--- config.mk ---
export PLATFORM = sky130hd
export DESIGN_NAME = insertion_sort_engine
export DESIGN_NICKNAME = d
export VERILOG_FILES = /design/src/hw/rtl/ise_pkg.sv /design/src/hw/rtl/ise_ram.sv /design/src/hw/rtl/insertion_sort_engine.sv
export SDC_FILE = /design/constraint.sdc
export NUM_CORES = 2
export LEC_CHECK = 0
export ABC_AREA = 1
export ABC_CLOCK_PERIOD_IN_PS = 5050
export BUFFER_PORTS_ARGS = -buffer_cell sky130_fd_sc_hd__buf_2
export CAP_MARGIN = 30
export CORE_MARGIN = 5
export CORE_UTILIZATION = 25
export DETAILED_ROUTE_END_ITERATION = 7
export PLACE_DENSITY_LB_ADDON = 0.12
export SYNTH_ARGS = -nofsm -noshare
export SYNTH_HDL_FRONTEND = slang
export SYNTH_SLANG_ARGS = --single-unit
--- constraint.sdc ---
create_clock -name clock -period 5.05 [get_ports clock]
set_input_delay 0.2525 -clock clock [delete_from_list [all_inputs] [get_ports clock]]
set_output_delay 0.2525 -clock clock [all_outputs]
set_load 0.01 [all_outputs]
--- src/hw/rtl/ise_pkg.sv ---
// Package for the insertion sort engine: sizes, payload structs and sequencer codes.
// Used by insertion_sort_engine and by the testbench; depends on nothing.
`default_nettype none
package ise_pkg;

   localparam int MAX_ITEMS = 64;
   localparam int IDX_W     = $clog2(MAX_ITEMS);
   localparam int CNT_W     = IDX_W + 1;
   localparam int VALUE_W   = 32;

   typedef struct packed {
      logic signed [VALUE_W-1:0] value;
      logic                      last;
   } req_type;

   typedef struct packed {
      logic signed [VALUE_W-1:0] sorted_value;
      logic                      end_of_run;
   } rsp_type;

   localparam logic [2:0] ST_IDLE     = 3'd0;
   localparam logic [2:0] ST_KEY_RD   = 3'd1;
   localparam logic [2:0] ST_KEY_CAP  = 3'd2;
   localparam logic [2:0] ST_CMP_RD   = 3'd3;
   localparam logic [2:0] ST_CMP      = 3'd4;
   localparam logic [2:0] ST_EMIT_RD  = 3'd5;
   localparam logic [2:0] ST_EMIT     = 3'd6;

endpackage
`default_nettype wire

--- src/hw/rtl/ise_ram.sv ---
// Generic single-write, single-read RAM with registered read data.
// Stand-alone; used by insertion_sort_engine for the element store.
`default_nettype none
module ise_ram #(
   parameter int WIDTH = 32,
   parameter int DEPTH = 64
) (
   input  wire logic                     clock,
   input  wire logic                     wr_en,
   input  wire logic [$clog2(DEPTH)-1:0] wr_addr,
   input  wire logic [WIDTH-1:0]         wr_data,
   input  wire logic [$clog2(DEPTH)-1:0] rd_addr,
   output logic      [WIDTH-1:0]         rd_data
);

   logic [WIDTH-1:0] mem_ff [DEPTH];

   always_ff @(posedge clock) begin
      if (wr_en) begin
         mem_ff[wr_addr] <= wr_data;
      end
      rd_data <= mem_ff[rd_addr];
   end

endmodule
`default_nettype wire

--- src/hw/rtl/insertion_sort_engine.sv ---
// Top level of the insertion sort engine: load sequencer, sort sequencer, output register.
// Depends on ise_pkg and ise_ram.
`default_nettype none
// Values stream in one transaction per cycle while req_stall is low and are stored until
// a transaction with last set arrives; values beyond MAX_ITEMS are dropped silently. The
// stored set is then sorted in place by a stable insertion sort (ascending when
// csr_write_data last wrote 1, the reset choice) and emitted with end_of_run on the final
// element. While sorting and emitting, req_stall is high. The store has one read and one
// write port with a registered read, so each key fetch passes ST_KEY_RD and ST_KEY_CAP,
// each compare-and-shift step passes ST_CMP_RD and ST_CMP, and each element is emitted
// through ST_EMIT_RD and ST_EMIT.
module insertion_sort_engine
   import ise_pkg::*;
(
   input  wire logic    clock,
   input  wire logic    reset,
   input  wire logic    req_valid,
   output logic         req_stall,
   input  wire req_type req_payload,
   output logic         rsp_valid,
   input  wire logic    rsp_stall,
   output rsp_type      rsp_payload,
   input  wire logic    csr_write_enable,
   input  wire logic    csr_write_data
);

   logic [2:0]               state_ff, state_in;
   logic [CNT_W-1:0]         count_ff, count_in;
   logic [IDX_W-1:0]         i_ff, i_in;
   logic [IDX_W-1:0]         j_ff, j_in;
   logic [IDX_W-1:0]         k_ff, k_in;
   logic signed [VALUE_W-1:0] key_ff, key_in;
   logic                     ascending_ff;
   logic                     rsp_valid_ff, rsp_valid_in;
   rsp_type                  rsp_ff, rsp_in;

   logic                     wr_en;
   logic [IDX_W-1:0]         wr_addr;
   logic [VALUE_W-1:0]       wr_data;
   logic [IDX_W-1:0]         rd_addr;
   logic [VALUE_W-1:0]       rd_data;
   logic signed [VALUE_W-1:0] prev;
   logic                     out_of_order;
   logic                     req_accept;
   logic                     rsp_free;
   logic                     key_done;
   logic                     emit_last;
   logic [CNT_W-1:0]         stored;

   ise_ram #(
      .WIDTH (VALUE_W),
      .DEPTH (MAX_ITEMS)
   ) u_store (
      .clock   (clock),
      .wr_en   (wr_en),
      .wr_addr (wr_addr),
      .wr_data (wr_data),
      .rd_addr (rd_addr),
      .rd_data (rd_data)
   );

   assign req_stall   = (state_ff != ST_IDLE);
   assign req_accept  = req_valid && !req_stall;
   assign rsp_free    = !rsp_valid_ff || !rsp_stall;
   assign prev        = signed'(rd_data);
   // The single compare unit; strict compares keep equal values in arrival order.
   assign out_of_order = ascending_ff ? (prev > key_ff) : (prev < key_ff);
   assign key_done    = ({1'b0, i_ff} + CNT_W'(1)) == count_ff;
   assign emit_last   = ({1'b0, k_ff} + CNT_W'(1)) == count_ff;
   assign stored      = (count_ff < CNT_W'(MAX_ITEMS)) ? count_ff + CNT_W'(1) : count_ff;

   always_comb begin
      unique case (state_ff)
         ST_KEY_RD:              rd_addr = i_ff;
         ST_CMP_RD:              rd_addr = j_ff - IDX_W'(1);
         ST_EMIT_RD, ST_EMIT:    rd_addr = k_ff;
         default:                rd_addr = '0;
      endcase
   end

   always_comb begin
      state_in     = state_ff;
      count_in     = count_ff;
      i_in         = i_ff;
      j_in         = j_ff;
      k_in         = k_ff;
      key_in       = key_ff;
      rsp_in       = rsp_ff;
      rsp_valid_in = rsp_valid_ff && rsp_stall;
      wr_en        = 1'b0;
      wr_addr      = count_ff[IDX_W-1:0];
      wr_data      = req_payload.value;

      unique case (state_ff)
         ST_IDLE: begin
            if (req_accept) begin
               if (count_ff < CNT_W'(MAX_ITEMS)) begin
                  wr_en = 1'b1;
               end
               count_in = stored;
               if (req_payload.last) begin
                  i_in = IDX_W'(1);
                  k_in = '0;
                  state_in = (stored == CNT_W'(1)) ? ST_EMIT_RD : ST_KEY_RD;
               end
            end
         end
         ST_KEY_RD: begin
            state_in = ST_KEY_CAP;
         end
         ST_KEY_CAP: begin
            key_in   = signed'(rd_data);
            j_in     = i_ff;
            state_in = ST_CMP_RD;
         end
         ST_CMP_RD: begin
            if (j_ff == '0) begin
               // The key is the new head of the sorted prefix.
               wr_en    = 1'b1;
               wr_addr  = '0;
               wr_data  = key_ff;
               i_in     = i_ff + IDX_W'(1);
               state_in = key_done ? ST_EMIT_RD : ST_KEY_RD;
            end else begin
               state_in = ST_CMP;
            end
         end
         ST_CMP: begin
            wr_en   = 1'b1;
            wr_addr = j_ff;
            if (out_of_order) begin
               wr_data  = prev;
               j_in     = j_ff - IDX_W'(1);
               state_in = ST_CMP_RD;
            end else begin
               wr_data  = key_ff;
               i_in     = i_ff + IDX_W'(1);
               state_in = key_done ? ST_EMIT_RD : ST_KEY_RD;
            end
         end
         ST_EMIT_RD: begin
            state_in = ST_EMIT;
         end
         ST_EMIT: begin
            if (rsp_free) begin
               rsp_valid_in        = 1'b1;
               rsp_in.sorted_value = signed'(rd_data);
               rsp_in.end_of_run   = emit_last;
               if (emit_last) begin
                  count_in = '0;
                  state_in = ST_IDLE;
               end else begin
                  k_in     = k_ff + IDX_W'(1);
                  state_in = ST_EMIT_RD;
               end
            end
         end
         default: begin
            state_in = ST_IDLE;
         end
      endcase
   end

   always_ff @(posedge clock) begin
      if (reset) begin
         state_ff     <= ST_IDLE;
         count_ff     <= '0;
         ascending_ff <= 1'b1;
         rsp_valid_ff <= 1'b0;
      end else begin
         state_ff     <= state_in;
         count_ff     <= count_in;
         rsp_valid_ff <= rsp_valid_in;
         if (csr_write_enable) begin
            ascending_ff <= csr_write_data;
         end
      end
   end

   always_ff @(posedge clock) begin
      i_ff   <= i_in;
      j_ff   <= j_in;
      k_ff   <= k_in;
      key_ff <= key_in;
      rsp_ff <= rsp_in;
   end

   assign rsp_valid   = rsp_valid_ff;
   assign rsp_payload = rsp_ff;

   a_count_bound : assert property (@(posedge clock) disable iff (reset)
      count_ff <= CNT_W'(MAX_ITEMS))
      else $error("element count exceeds capacity");

   a_busy_nonempty : assert property (@(posedge clock) disable iff (reset)
      (state_ff != ST_IDLE) |-> (count_ff != '0))
      else $error("sequencer busy with an empty store");

   a_cmp_index : assert property (@(posedge clock) disable iff (reset)
      (state_ff == ST_CMP) |-> ((j_ff != '0) && (j_ff <= i_ff)))
      else $error("compare position outside the sorted prefix");

   a_run_end : assert property (@(posedge clock) disable iff (reset)
      ((state_ff == ST_EMIT) && rsp_free && emit_last)
         |=> ((state_ff == ST_IDLE) && (count_ff == '0) && rsp_valid_ff
              && rsp_ff.end_of_run))
      else $error("run end did not empty the store");

endmodule
`default_nettype wire

After elaboration in Yosys (flattened, before gate mapping)
Memories as Yosys holds them, arrays and structs flattened. A register that Yosys moved wholly into a read port is not among the register bits.
Cells that the tools add are included.
{ "op_classes": {"n_addsub": 6, "order_cmp": 3, "eq_ne": 17, "mux": 41, "n_reduce_logical": 19} }
{ "ops": {"columns": ["operator", "n"], "rows": [
  ["$mux W32", 2],
  ["$pmux W32 S2", 1],
  ["$mux W6", 10],
  ["$pmux W6 S2", 3],
  ["$pmux W6 S3", 2],
  ["$gt A32 B32 Y1", 1],
  ["$lt A32 B32 Y1", 1],
  ["$mux W7", 4],
  ["$mux W3", 8],
  ["$pmux W3 S7", 1],
  ["$ne A2 B2 Y1 const B", 8],
  ["$add A6 B1 Y7 const B", 2],
  ["$eq A7 B7 Y1", 2],
  ["$pmux W7 S2", 1],
  ["$add A6 B1 Y6 const B", 2],
  ["$reduce_and A5 Y1", 2],
  ["$eq A3 B3 Y1 const B", 3],
  ["$mux W1", 8],
  ["$add A7 B1 Y7 const B", 1],
  ["$eq A7 B1 Y1 const B", 1],
  ["$lt A7 B7 Y1 const B", 1],
  ["$eq A3 B2 Y1 const B", 2],
  ["$logic_not A6 Y1", 1],
  ["$reduce_bool A3 Y1", 2],
  ["12 further kinds", 17]
]} }
{ "totals": {"ff_bits": 95, "ram_bits": 2048, "inputBits": 39, "output_inout_bits": 35, "wordCells": 97, "mem_count": 1} }
{ "mem_list": {"columns": ["memory", "depth", "word_bits", "rd", "rd_ports_with_merged_regs", "write_ports", "line_no", "source"], "rows": [
  ["u_store.mem_ff", 64, 32, 1, 1, 1, "ise_ram.sv:16", "logic [WIDTH-1:0] mem_ff [DEPTH];"]
]} }

Depth between registers and ports, before layout
{ "depth": {"word_depth": 7, "depth_mapped": 21, "ltp_nobuf": 20} }

Cells and area by module
Synthesis repeated with hierarchy kept, for this count alone.
{ "hier_totals": {"cells_unflattened": 7536, "hier_area_um2": 88891.5} }
{ "modules_own_cells": {"columns": ["mod", "instances", "cells_per_inst", "area_per_inst_um2", "seq_area_each_um2"], "rows": [
  ["ise_ram", 1, 6769, 82738.1, 62139.6],
  ["insertion_sort_engine", 1, 767, 6153.4, 2732.6]
]} }

Least setup slack after synthesis
OpenSTA, ideal clock, no wires.
{ "synth_path": {"path_kind": "register -> register", "startpoint": "reg key_ff[31]", "endpoint": "mem u_store.mem_ff[0][10], data pin", "setup_time_ns": 0.671, "t_arrival_ns": 3.031, "required_time_ns": 4.379, "setup_slack_ns": 1.348, "stages_incl_launch_ff": 17, "path_buffers": 1, "synth_period_minus_slack_ns": 3.702, "path_cell_list": "edfxtp_1 > inv_1 > ha_1 > nand2_1 > nor2_1 > nand2_1 > nor4_1 > nand2_1 > nand2_1 > nand2_1 > nand3_1 > nand2_1 > buf_2 > nand2_1 > nand2_1 > nand2_1 > nand4_1"} }
{ "synth_via": {"elab_chain_len": 4, "word_cells_on_any_way": 5, "cone_classes": "order compare (2); mux (3)"} }
{ "synth_rtl": {"columns": ["element", "line_no", "source"], "rows": [
  ["from (decl)", "insertion_sort_engine.sv:32", "logic signed [VALUE_W-1:0] key_ff, key_in;"],
  ["from (signal assigned)", "insertion_sort_engine.sv:184", "key_ff <= key_in;"],
  ["$lt A32 B32 Y1 or $gt A32 B32 Y1 (tied branches)", "insertion_sort_engine.sv:67", "assign out_of_order = ascending_ff ? (prev > key_ff) : (prev < key_ff);"],
  ["$mux W1 (*)", "insertion_sort_engine.sv:67", null],
  ["$mux W32 (*)", "insertion_sort_engine.sv:131", "if (out_of_order) begin"],
  ["$pmux W32 S2 (*)", "insertion_sort_engine.sv:94", "unique case (state_ff)"],
  ["via u_store.wr_data[10]", "ise_ram.sv:11", "input wire logic [WIDTH-1:0] wr_data,"],
  ["to (decl)", "ise_ram.sv:16", null]
]} }
Mark *: on every way through the listed nets, which the timed path passes. The rest lies on a longest branch.

Worst setup path in the final report
{ "layout_path": {"startpoint": "reg state_ff[0]", "endpoint": "reg u_store.rd_data[19] (read register of u_store.mem_ff)"} }
{ "layout_via": {"elab_chain_len": 3, "word_cells_on_any_way": 6, "cone_classes": "eq/ne (4); mux (1); reduce/logical (1)"} }
{ "layout_rtl": {"columns": ["element", "line_no", "source"], "rows": [
  ["from (decl)", "insertion_sort_engine.sv:27", "logic [2:0] state_ff, state_in;"],
  ["from (signal assigned)", "insertion_sort_engine.sv:171", "state_ff <= state_in;"],
  ["$eq A3 B3 Y1", "insertion_sort_engine.sv:73", "unique case (state_ff)"],
  ["$reduce_or A2 Y1", "insertion_sort_engine.sv:73", null],
  ["$pmux W6 S3 (*)", "insertion_sort_engine.sv:73", null],
  ["to (decl)", "ise_ram.sv:13", "output logic [WIDTH-1:0] rd_data"]
]} }
Every way passes the cells marked *; elsewhere a longest branch is shown, timed or not.
A chain may end at the register's enable or synchronous reset.

==> metrics <==
fmax=255 MHz; Post-Synthesis Mean Instance Area=13.1 um^2; clk_lat worst skew=roughly 0.93 ns; fraction of the cycle the final worst path needs=between 70% and 80%; Routability Congestion=approximately 0.8; CP endpoint kind=flip-flop; Hold WC Path Type=input pin to flip-flop; clk buf depth=4; Crit Path Max Fanout=around 120; Initial Util=about 25%; end of the worst hold path=u_store.mem_ff[57][27]; final critical-path required period=3.92 ns; max-slew violations=0; total number of yosys warnings=0; WHS Path Cells=4; post-synthesis share of cell area spent on full adders, half adders and majority gates=less than 1%; count of filler cells inserted in the layout=about 36000; Clock transition at path regs=approximately 0.070 ns; Min-Delay Startpoint=req_payload[28]; Fin Clk Skew=~0.073 ns; relative slew slack=34.6%; status=completed; number of different library cells in the post-synthesis netlist=34; total global routing track utilization=between 10% and 20%; Die X=609 um; static leakage=around 35 nW; post-route worst setup slack=about 1.1 ns; Setup Fix Bufs, Post-CTS=0; Worst IR Drop VDD=between 0.4 and 0.5 mV; count of unresolved DRC violations after routing=0; final standard cell count with taps included and fillers excluded=12000; clock tree from TritonCTS=done; Post-Place Cells=about 12000; router iterations before antenna repair=6; xor and xnor area share after synthesis=0.215%; hold violation total from the final report=0; Final Power=just under 70 mW; number of cells on the worst reg-to-reg path=14; detailed route wirelength on metal3=around 15 mm; buffers added on ports=73; top_reg_cell synth=edfxtp_1; full die area=0.371 mm^2; Syn Nets=6925; worst-case register-to-register setup slack=1.13 ns; netlist area before placement=~0.090 mm^2; area used by multi-input combinational logic=around 0.022 mm^2; fin nets=around 7000; total CTS buffers=249; pre-CTS setup slack=1.12 ns; H-tree lvl count=4; area fraction in compound gates after synthesis=about an eighth; DPL Wire Length=182 mm; FFs w/ async S/R, synth=0%; vias in the first global route=56100; dominant combinational cell family by area after synthesis=compound AO/OA/AOI/OAI gates; top sig layer=met4; Final Hold Slack=0.135 ns; source of the worst register-to-register timing path=state_ff[0]; number of clock sinks seen by CTS=2175; sequential cell area=roughly 0.065 mm^2; fraction of layout instances using a drive strength above 1=around 18%; final number of setup-violating endpoints=0; kind of launch point of the worst setup path=flip-flop; antenna violation net count after detailed routing=0; number of antenna violations at the first check in global routing=29; WL met2=approximately 160 mm; endpoint required time on the critical path=about 5.9 ns; largest net degree at the start of global routing=135; synth-to-layout area growth=19.2%; Worst Setup Path Type=flip-flop to flip-flop; number of core rows=220; wire length of the first global-routing pass=approximately 470 mm; DRT iter0 DRCs=approximately 4900; max-cap check violation count=0; FF+latch count, synth=~2200; post-detailed-route wirelength per cell=28.6 um; endpoint arrival time on the critical path=roughly 4.7 ns; Met1 Routed Length=~160 mm; sequential-to-total area share from yosys stat=roughly 72%; Worst R2R End=u_store.rd_data[19]; PD cells=about 630 mW/mm^2; total negative setup slack=0 ns; number of cells produced by synthesis=between 6000 and 7000; root buffer cell=clkbuf_16; simple-gate share of the synthesized area=between 10% and 20%; Post-synth EDFFs=around 2100; Routed WL=~340 mm; slew at the pin closest to its max-slew limit=~1 ns; chip height=just over 600 um; post-detailed-route via-to-cell ratio=slightly below 5; unrepaired setup endpoints after global routing=false; vias=just under 60000; total overflow reported by the global router=0; area of the core=0.358 mm^2; fraction of synthesized area in multiplexers=0%; number of I/O pins=74
how the worst max path moves through the flow:
stage,start,end,slack (ns)
after floorplan,key_ff[31],u_store.mem_ff[0][10],1.35
after global placement,state_ff[0],u_store.rd_data[19],1.13
after detailed placement,state_ff[0],u_store.rd_data[19],1.12
after CTS,state_ff[0],u_store.rd_data[19],1.13
after global routing,state_ff[0],u_store.rd_data[19],0.92
final,state_ff[0],u_store.rd_data[19],1.13
where the power goes:
part | internal, mW | total (mW) | switching (mW)
sequential | 23.2 | 23.7 | 0.569
clock | 10.1 | 17.5 | 7.44
combinational | 7.93 | 26.6 | 18.6
total | 41.2 | 67.8 | 26.6
critical path, cell delays in order (launching register included):
cell,delay [ns]
dfxtp_1,0.48
inv_1,0.07
nand3_1,0.07
buf_4,0.21
nand2_2,0.11
a22oi_1,0.38
nand2_8,0.27
inv_8,0.48
buf_12,0.42
o211ai_1,0.19
o211ai_1,0.14
nand3_1,0.28
nand3_1,0.17
nand3_1,0.07
nand2_1,0.20
cells by family (layout without fill, tap and decap cells):
logic type	count (synthesis)	after routing
buffers and inverters	989	1380
adders and majority gates	36	36
AOI/OAI and AO/OA	1595	1595
DFF	2175	2175
other	0	11
and+or+nand+nor	2033	2033
xor gates and xnor gates	22	22
layout make-up:
type                            instances  area share [%]
Clock buffer                          333            6.35
Sequential cell                      2175            60.6
Multi-Input combinational cell       3686            20.1
Inverter                              515            1.83
Antenna cell                           11          0.0257
Timing Repair Buffer                  411            4.57
Clock inverter                        121           0.907
Tap cell                             4773            5.58
cells in the final DEF, fill, tap and decap left out, types with 17 or more instances in the layout:
cell type / instances
inv_1: 510
a21oi_1: 30
buf_2: 73
o211ai_1: 1027
nor2_4: 64
or2_2: 517
nand4_1: 46
buf_4: 173
nand2_1: 710
clkbuf_1: 62
clkinv_1: 55
nor2_1: 138
xor2_1: 17
clkbuf_8: 20
edfxtp_1: 2131
o21ai_1: 23
buf_12: 155
ha_1: 36
dfxtp_1: 44
nand3_1: 540
clkinv_2: 43
clkbuf_16: 251
o21ai_0: 504
Yosys cell counts (all sizes together), types with 17 or more instances:
library cell	instances	share of area, %
nand4	46	0.32
xor2	17	0.17
clkbuf	248	1.0
a21oi	31	0.17
o211ai	1027	8.6
inv	515	2.2
dfxtp	44	0.98
or2	517	3.6
buf	226	1.2
edfxtp	2131	71
o21ai	527	2.9
nand2	714	3.0
ha	36	0.50
nor2	205	0.86
nand3	542	3.0
timing repair:
action                                 4_1_cts  5_1_grt
gates resized for setup                      0        0
endpoints found under the hold margin       32        0
hold buffers                                 9        0
stage by stage:
stage	cell area (um^2)	utilization (%)
global placement	99100	27.6
CTS	107000	29.8
global route	107000	29.8
floorplan	89800	-
finish	107000	29.9
detailed placement	99100	27.7
sequential cells by signal (all words and copies together) (netlist names):
name / flops
k_ff: 6
key_ff: 32
state_ff: 3
count_ff: 7
u_store.rd_data: 32
rsp_payload: 33
j_ff: 6
rsp_valid: 1
ascending_ff: 1
u_store.mem_ff: 2048
i_ff: 6
routing by layer:
layer / vias up / GRT usage (%)
met3: 415 / 2.17
li1: 25900 / -
met1: 30000 / 25.8
met2: 1515 / 29.3
met4: 0 / 3.42
met5: - / 0
No activity file was read; power rests on OpenSTA's default activity.
